==> config.mk <==
export PLATFORM = sky130hd
export DESIGN_NAME = sacl_way_logic
export DESIGN_NICKNAME = d
export VERILOG_FILES = /design/src/rtl/sacl_pkg.sv /design/src/rtl/sacl_way_logic.sv
export SDC_FILE = /design/constraint.sdc
export NUM_CORES = 1
export LEC_CHECK = 0
export ABC_AREA = 1
export BUFFER_PORTS_ARGS = -buffer_cell sky130_fd_sc_hd__buf_2
export CORE_AREA = 2 2 148 150
export DETAILED_ROUTE_END_ITERATION = 8
export DIE_AREA = 0 0 150 152
export SLEW_MARGIN = 30
export SYNTH_ARGS = -nofsm -noshare
export SYNTH_HDL_FRONTEND = slang
export SYNTH_SLANG_ARGS = --single-unit
==> constraint.sdc <==
create_clock -name vclk -period 10.1
set_clock_uncertainty 0.1 [all_clocks]
set_input_delay 0 -clock vclk [all_inputs]
set_output_delay 0 -clock vclk [all_outputs]
set_load 0.02 [all_outputs]
==> src/rtl/sacl_pkg.sv <==
// Package of the cache controller: sizes, register indexes, command encodings and a helper function.
// Depends on nothing; used by the top, the way logic and the testbench.
package sacl_pkg;
  localparam int MAX_SETS_C       = 256;
  localparam int MAX_WAYS_C       = 8;
  localparam int MAX_LINE_BYTES_C = 64;
  localparam int ADDR_BITS_C      = 32;
  localparam int CFG_W            = 4;
  localparam int CFG_IDX_W        = 3;
  localparam int AGE_W            = 8;
  localparam logic [AGE_W-1:0] AGE_MAX = 8'hFF;

  typedef enum logic [CFG_IDX_W-1:0] {
    REG_BLOCK_BITS     = 3'd0,
    REG_SET_BITS       = 3'd1,
    REG_WAY_BITS       = 3'd2,
    REG_WRITE_THROUGH  = 3'd3,
    REG_WRITE_ALLOCATE = 3'd4
  } cfg_reg_t;

  localparam logic CMD_WRITE = 1'b0;
  localparam logic CMD_READ  = 1'b1;

  function automatic int clog2_min1(input int v);
    int r;
    r = $clog2(v);
    return (r < 1) ? 1 : r;
  endfunction
endpackage

==> src/rtl/sacl_way_logic.sv <==
// Combinational lookup and victim choice over one set's ways.
// Depends on sacl_pkg.
module sacl_way_logic #(
  parameter int MAX_WAYS  = sacl_pkg::MAX_WAYS_C,
  parameter int TAG_W     = 32
) (
  input  logic [MAX_WAYS-1:0]                   valid,
  input  logic [MAX_WAYS-1:0][TAG_W-1:0]        tags,
  input  logic [MAX_WAYS-1:0][sacl_pkg::AGE_W-1:0] ages,
  input  logic [MAX_WAYS-1:0]                   way_en,
  input  logic [TAG_W-1:0]                      tag,
  output logic                                  hit,
  output logic [sacl_pkg::clog2_min1(MAX_WAYS)-1:0] hit_way,
  output logic [sacl_pkg::clog2_min1(MAX_WAYS)-1:0] victim_way
);
  import sacl_pkg::*;
  localparam int WW = clog2_min1(MAX_WAYS);

  logic found_inv;
  logic [AGE_W-1:0] best_age;

  // Hit takes the lowest matching way; victim is highest invalid way, else oldest.
  always_comb begin
    hit = 1'b0;
    hit_way = '0;
    for (int i = MAX_WAYS - 1; i >= 0; i--) begin
      if (way_en[i] && valid[i] && tags[i] == tag) begin
        hit = 1'b1;
        hit_way = WW'(i);
      end
    end
    found_inv = 1'b0;
    victim_way = '0;
    best_age = ages[0];
    for (int i = 0; i < MAX_WAYS; i++) begin
      if (way_en[i] && !valid[i]) begin
        found_inv = 1'b1;
        victim_way = WW'(i);
      end
    end
    if (!found_inv) begin
      for (int i = 1; i < MAX_WAYS; i++) begin
        if (way_en[i] && ages[i] > best_age) begin
          best_age = ages[i];
          victim_way = WW'(i);
        end
      end
    end
  end
endmodule

Yosys cells after proc, flatten, opt, wreduce, memory -nomap -nowiden
Index checks and enable logic that the tools add are counted.

Register bits: 0. Bits of input ports: 368.

$lt $le $gt $ge: 7. Eq/ne operators: 8. Mux-type cells: 51. Reductions and logical operators: 39.

Operators with widths (number): $eq 32x32->1 (8); $mux 8 (12); $mux 3 (22); $gt 8x8->1 (7); $logic_and 1x1->1 (31); $mux 1 (17); $logic_not 1->1 (8).

Depth between registers and ports, before layout
Gate-level depths: netlist of the first run.

Depth in word-level cells: 35. Depth in mapped cells: 79. Gate-level depth less buffers: 75.

Worst setup path before layout of the first run
No wires, ideal clock.

Path type: input to output. From: in ages[7] in the netlist's numbering. To: out victim_way[2] in the netlist's numbering. Arrival: 8.764 ns. Path slack: 1.236 ns. Stages: 59. Path through: inv_1 ha_1 a21o_1 nor2_1 nand2_2 nand2_4 clkbuf_1 nand2_1 o21ai_0 ha_1 a21oi_1 nor2_1 a211oi_1 nand2_2 nand2_4 clkbuf_1 o21ai_0 ha_1 (+23 left out) buf_6 nand2_1 and2_1 ha_1 nand2_1 inv_1 nand4_1 o311ai_2 clkbuf_1 o21ai_1 ha_1 nand4_1 o311ai_0 nand2_1 a21oi_1 nand3_1 nand2_1 nand2_1.

Cells in the longest elaborated chain, start to end: 28. Elaborated cells between the ends (all ways): 34. Those cells by class: order compare (7); mux (20); reduce/logical (7).

RTL lines: from (decl) (RTL line sacl_way_logic.sv:9) `input logic [MAX_WAYS-1:0][sacl_pkg::AGE_W-1:0] ages,`; $gt 8x8->1 (RTL line sacl_way_logic.sv:43) `if (way_en[i] && ages[i] > best_age) begin`; $logic_and 1x1->1 (RTL line sacl_way_logic.sv:43); $mux 8 (RTL line sacl_way_logic.sv:43); $mux 8 (RTL line sacl_way_logic.sv:41) `if (!found_inv) begin`; $gt 8x8->1 (RTL line sacl_way_logic.sv:43); $logic_and 1x1->1 (RTL line sacl_way_logic.sv:43); $mux 8 (RTL line sacl_way_logic.sv:43); $mux 8 (RTL line sacl_way_logic.sv:41); (+12 left out); $gt 8x8->1 (RTL line sacl_way_logic.sv:43); $logic_and 1x1->1 (RTL line sacl_way_logic.sv:43); $mux 8 (RTL line sacl_way_logic.sv:43); $mux 8 (RTL line sacl_way_logic.sv:41); $gt 8x8->1 (RTL line sacl_way_logic.sv:43); $logic_and 1x1->1 (RTL line sacl_way_logic.sv:43); $mux 3 * (RTL line sacl_way_logic.sv:43); $mux 3 * (RTL line sacl_way_logic.sv:41); to (decl) (RTL line sacl_way_logic.sv:14) `output logic [sacl_pkg::clog2_min1(MAX_WAYS)-1:0] victim_way`.

Every way passes the cells marked *; elsewhere a longest branch is shown, timed or not. The select of a mux whose other input is x is not followed.

Worst setup path after layout of the first run
Ends and elaborated chain as after synthesis.

==> results.py, run 1 <==
metrics = {
    "die": {
        "die_h_um": 152,
        "start_util_pct": 25.1,
        "core_mm2": 0.0214,
        "core.rowCount": 54,
        "die_area_mm2": 0.0228,
        "fp.dieW_um": 150,
        "pin_count": 375,
    },
    "timing": {
        "slew_headroom_pct": 31.4,
        "max_freq_mhz": 110,
        "finalSetupTns_ps": 0,
        "slew_viol_final": 0,
        "setup_violations": 0,
        "min_period_ps": 9120,
        "hold_viol": 0,
        "min_period_over_period_pct": 90.3,
        "tightest_slew_ps": 1000,
        "rsz0062_at_grt": "false",
        "fin_ws_ps": 978,
    },
    "global_routing": {
        "grt_start_max_net_pins": 19,
        "met2_usage_pct": 46.4,
        "grt_pass1_vias": 8051,
        "grt_pass1_wl_mm": 48.6,
        "grt-busiest-layer": "met2",
        "gr-total-overflow": 0,
        "antenna_found_initial": 13,
        "use_met3_pct": 4.35,
        "track_usage_pct": 28.2,
        "grtUsageMet1_pct": 37.9,
    },
    "worst_setup_path": {
        "slowest_stage": "ha_1",
        "critPathKind": "input port to output pin",
        "crit_path_frequent_cell": "nand2_1",
        "worstPathArrival_ps": 9020,
        "max_stage_delay_ps": 320,
        "crit_fanout": 18,
        "cp_num_buf_inv": 9,
        "critPathCaptureType": "output pin",
        "critical_path.top_delay_family": "simple AND/OR/NAND/NOR gates",
        "path_depth": 66,
        "cp.required_ps": 10000,
        "cp-start-kind": "input port",
    },
    "job": {
        "drv_cap": 0,
    },
    "power": {
        "leakagePower_nw": 3.94,
        "p_per_area_mw_per_mm2": 72.8,
        "vdd_ir_drop_max_mv": 0.0261,
    },
    "placed_design": {
        "hpwlAfterDp_mm": 29.9,
        "placedCellCount": 1547,
        "gp_congestion": 1.01,
        "port_buffers": 375,
        "dpl-instance-area_mm2": 0.00748,
        "post-place-ws_ps": 604,
    },
    "logic_synthesis": {
        "synth_common_cells": "202 x nand2_1, 97 x inv_1, 76 x o21ai_0, 52 x ha_1, 49 x nand3_1",
        "seq_area_frac_synth_pct": 0,
        "yosysTopAreaCell": "nand2_1",
        "yosysTopAreaCellShare_pct": 14.1,
        "ys.warnings.count": 0,
        "synth_cells": 922,
        "yosysMostFrequentCell": "nand2_1",
        "avgSynthCellArea_um2": 5.82,
        "ys_top_cells_by_area": "nand2_1 14%, ha_1 12%, o21ai_0 7.1%",
        "synth_fp_nets": 1342,
        "netlist_area_mm2": 0.00536,
        "ys_types": 45,
    },
    "drt": {
        "vias_per_cell": 5.41,
        "via_count": 8422,
        "first_pass_iters": 5,
        "drt_iter0_drc": 627,
        "drc": 0,
        "routed_wl_mm": 33.9,
        "detail-route-antenna-nets": 0,
        "wire_per_inst_um": 21.8,
    },
    "final_layout": {
        "finalNetCount": 1689,
        "clkbuf_count": 0,
        "drive_gt1_share_pct": 32.9,
        "area_growth_pct": 40.4,
        "stdcell_count": 1558,
        "multi_input_area_mm2": 0.00486,
        "num-fill-cells": 2484,
        "post-route-cell-area_mm2": 0.00753,
        "seq_cells": 0,
        "seq_area_um2": 0,
    },
    "hold_path": {
        "hold_end": "victim_way[0]",
        "hold_class": "input port to output pin",
        "holdCritStartpoint": "way_en[7]",
        "holdPathStages": 6,
    },
    "clocking": {
        "cts_hold_buf": 0,
    },
    "outcome": {
        "status": "finished, final reports clean",
    },
}
worst max path at each step:
stage	from	end	slack, ps
2_1_floorplan	ages[7]	victim_way[2]	1240
3_3_place_gp	ages[2]	victim_way[2]	890
3_5_place_dp	ages[7]	victim_way[2]	600
4_1_cts	ages[7]	victim_way[2]	560
5_1_grt	ages[7]	victim_way[2]	20
6_report	ages[7]	victim_way[2]	980
per-layer routing:
| metal | up-vias | wire (um) |
|---|---|---|
| li1 | 3997 | - |
| met1 | 3892 | 14500 |
| met2 | 466 | 15200 |
| met3 | 65 | 3190 |
| met4 | 2 | 1040 |
| met5 | - | 7 |
worst min-delay path: stages:
cell,delay (ps)
buf_2,130
o311ai_2,100
inv_1,50
nor2_1,80
a21oi_1,100
buf_2,160
what timing repair did:
action                                  in CTS  in global routing
gates resized for setup                      0                 10
endpoints found under the hold margin        0                  0
setup buffers                                0                  0
endpoints found under the setup margin       0                  3
placed cells by master (no fill, tap or decap), types with 27 or more instances in the layout:
master and instances:
buf_2 375, nand2_1 202, inv_1 97, o21ai_0 71, ha_1 52, nand3_1 49
o22ai_1 46, xnor2_1 43, nor2_1 40, xor2_1 31, nand4_1 28, nor4_1 28
a22o_1 27
layout make-up:
cell class | count | area share, %
repair buffers | 378 | 25.2
inverters | 104 | 5.19
multi-input cells | 785 | 64.6
well taps | 280 | 4.65
diodes | 11 | 0.366
power by group:
group	internal [mW]	switching, mW
Sequential	0	0
Clock	0.000000146	0
Combinational	0.223	0.325
Total	0.223	0.325
metrics by stage:
stage                     util, %  total power, mW  hold slack [ps]
after floorplan                 -            0.338              186
after global placement       35.0            0.533              539
after detailed placement     35.0            0.537              547
after CTS                    35.0            0.540              548
after global routing         35.2            0.622              578
final                        35.3            0.548              512
cell families (layout without fill, tap and decap cells):
| group | count (synthesis) | count (layout) | share of synthesized area (%) |
|---|---|---|---|
| buf+inv | 137 | 482 | 9.80 |
| simple gates | 410 | 410 | 36.0 |
| compound gates | 249 | 249 | 30.0 |
| xor+xnor | 74 | 74 | 12.1 |
| fa+ha+maj | 52 | 52 | 12.1 |
| other cells | 0 | 11 | 0 |
Power figures use the tool's default switching activity.
==> run 2: changes to the inputs <==
--- a/config.mk
+++ b/config.mk
@@ -10,6 +10,7 @@
 export CORE_AREA = 2 2 148 150
 export DETAILED_ROUTE_END_ITERATION = 8
 export DIE_AREA = 0 0 150 152
+export PLACE_DENSITY_LB_ADDON = 0.2
 export SLEW_MARGIN = 30
 export SYNTH_ARGS = -nofsm -noshare
 export SYNTH_HDL_FRONTEND = slang
==> results.py, run 2 (synthesis gave the netlist of run 1 again) <==
metrics = {
    "final_layout": {
        "drive_gt1_share_pct": 33.9,
        "final_cell_mix": "375 x buf_2, 202 x nand2_1, 96 x inv_1, 73 x o21ai_0, 52 x ha_1",
        "utilization_pct": 35.9,
        "finalNetCount": 1698,
        "stdcell_count": 1561,
        "layout_commonest_cell": "buf_2",
        "clkbuf_count": 0,
        "seq_area_um2": 0,
        "area_growth_pct": 42.9,
        "num-fill-cells": 2454,
        "multi_input_area_mm2": 0.00495,
        "post-route-cell-area_mm2": 0.00766,
        "seq_cells": 0,
    },
    "worst_setup_path": {
        "max_stage_delay_ps": 320,
        "cp.required_ps": 10000,
        "crit_path_frequent_cell": "nand2_1",
        "critical_path.top_delay_family": "simple AND/OR/NAND/NOR gates",
        "cp-start-kind": "input port",
        "slowest_stage": "o21ai_0",
        "cp_num_buf_inv": 10,
        "critPathKind": "input port to output pin",
        "critPathCaptureType": "output pin",
        "crit_fanout": 18,
        "worstPathArrival_ps": 9140,
    },
    "drt": {
        "via_count": 8349,
        "first_pass_iters": 5,
        "detail-route-antenna-nets": 0,
        "wire_per_inst_um": 21.8,
        "routed_wl_mm": 34.1,
        "drc": 0,
        "vias_per_cell": 5.35,
        "drt_iter0_drc": 629,
    },
    "die": {
        "die_area_mm2": 0.0228,
        "pin_count": 375,
        "core_mm2": 0.0214,
        "core.rowCount": 54,
        "die_h_um": 152,
        "fp.dieW_um": 150,
        "start_util_pct": 25.1,
    },
    "hold_path": {
        "hold_class": "input port to output pin",
    },
    "timing": {
        "slew_viol_final": 0,
        "setup_violations": 0,
        "tightest_slew_ps": 904,
        "max_freq_mhz": 108,
        "slew_headroom_pct": 39.1,
        "finalSetupTns_ps": 0,
        "min_period_ps": 9240,
        "hold_viol": 0,
        "min_period_over_period_pct": 91.5,
    },
    "global_routing": {
        "grt_pass1_vias": 7599,
        "grt_pass1_wl_mm": 47.3,
        "grt_start_max_net_pins": 19,
        "gr-total-overflow": 0,
        "track_usage_pct": 28.0,
        "antenna_found_initial": 6,
    },
    "outcome": {
        "status": "finished, final reports clean",
    },
    "job": {
        "drv_cap": 0,
    },
    "power": {
        "vdd_ir_drop_max_mv": 0.0351,
        "leakagePower_nw": 3.99,
        "p_per_area_mw_per_mm2": 76.7,
    },
    "placed_design": {
        "placedCellCount": 1547,
        "gp_congestion": 0.974,
        "dpl-instance-area_mm2": 0.00749,
        "port_buffers": 375,
        "hpwlAfterDp_mm": 29.8,
    },
    "clocking": {
        "cts_hold_buf": 0,
    },
}
## run 2: changes by cell type in the layout (fill, tap and decap cells not counted), sizes merged
cell      previous run  this run
inv                 98        97
clkinvlp             0         1
o311ai               2         3
buf                378       386
diode               11         5
## run 2: path summary, 6_finish.rpt
check                start       endpoint  slack (ps)  cells after the start
hold / removal    tags[56]     hit_way[0]         500                      5
setup / recovery   ages[7]  victim_way[2]         860                     66
## run 2: routing by layer
metal  wire (um)  track usage [%]  vias to the layer above
met1       14700             38.2                     3828
li1            -                -                     4016
met2       15800             47.1                      453
met3        2830             3.72                       50
met4         794             5.30                        2
met5           8                0                        -
## run 2: through the flow
stage / power, mW / hold slack (ps) / worst slack, ps
after floorplan: 0.338 / 186 / 1240
after CTS: 0.540 / 474 / 248
after global placement: 0.535 / 477 / 307
after detailed placement: 0.538 / 472 / 258
final: 0.588 / 499 / 861
after global routing: 0.654 / 515 / -25.5
## run 2: cell type report
type | count | area share, %
multi-input cells | 786 | 64.5
repair buffers | 386 | 25.6
inverters | 104 | 5.14
well taps | 280 | 4.57
diodes | 5 | 0.163
## run 2: timing repair
item,in CTS,in global routing
setup buffers,0,8
setup endpoints to repair,0,3
resized for setup,0,18
## run 2: power by group
group / switching, mW / internal, mW
Combinational: 0.346 / 0.241
Sequential: 0 / 0
Clock: 0 / 0.0000000664
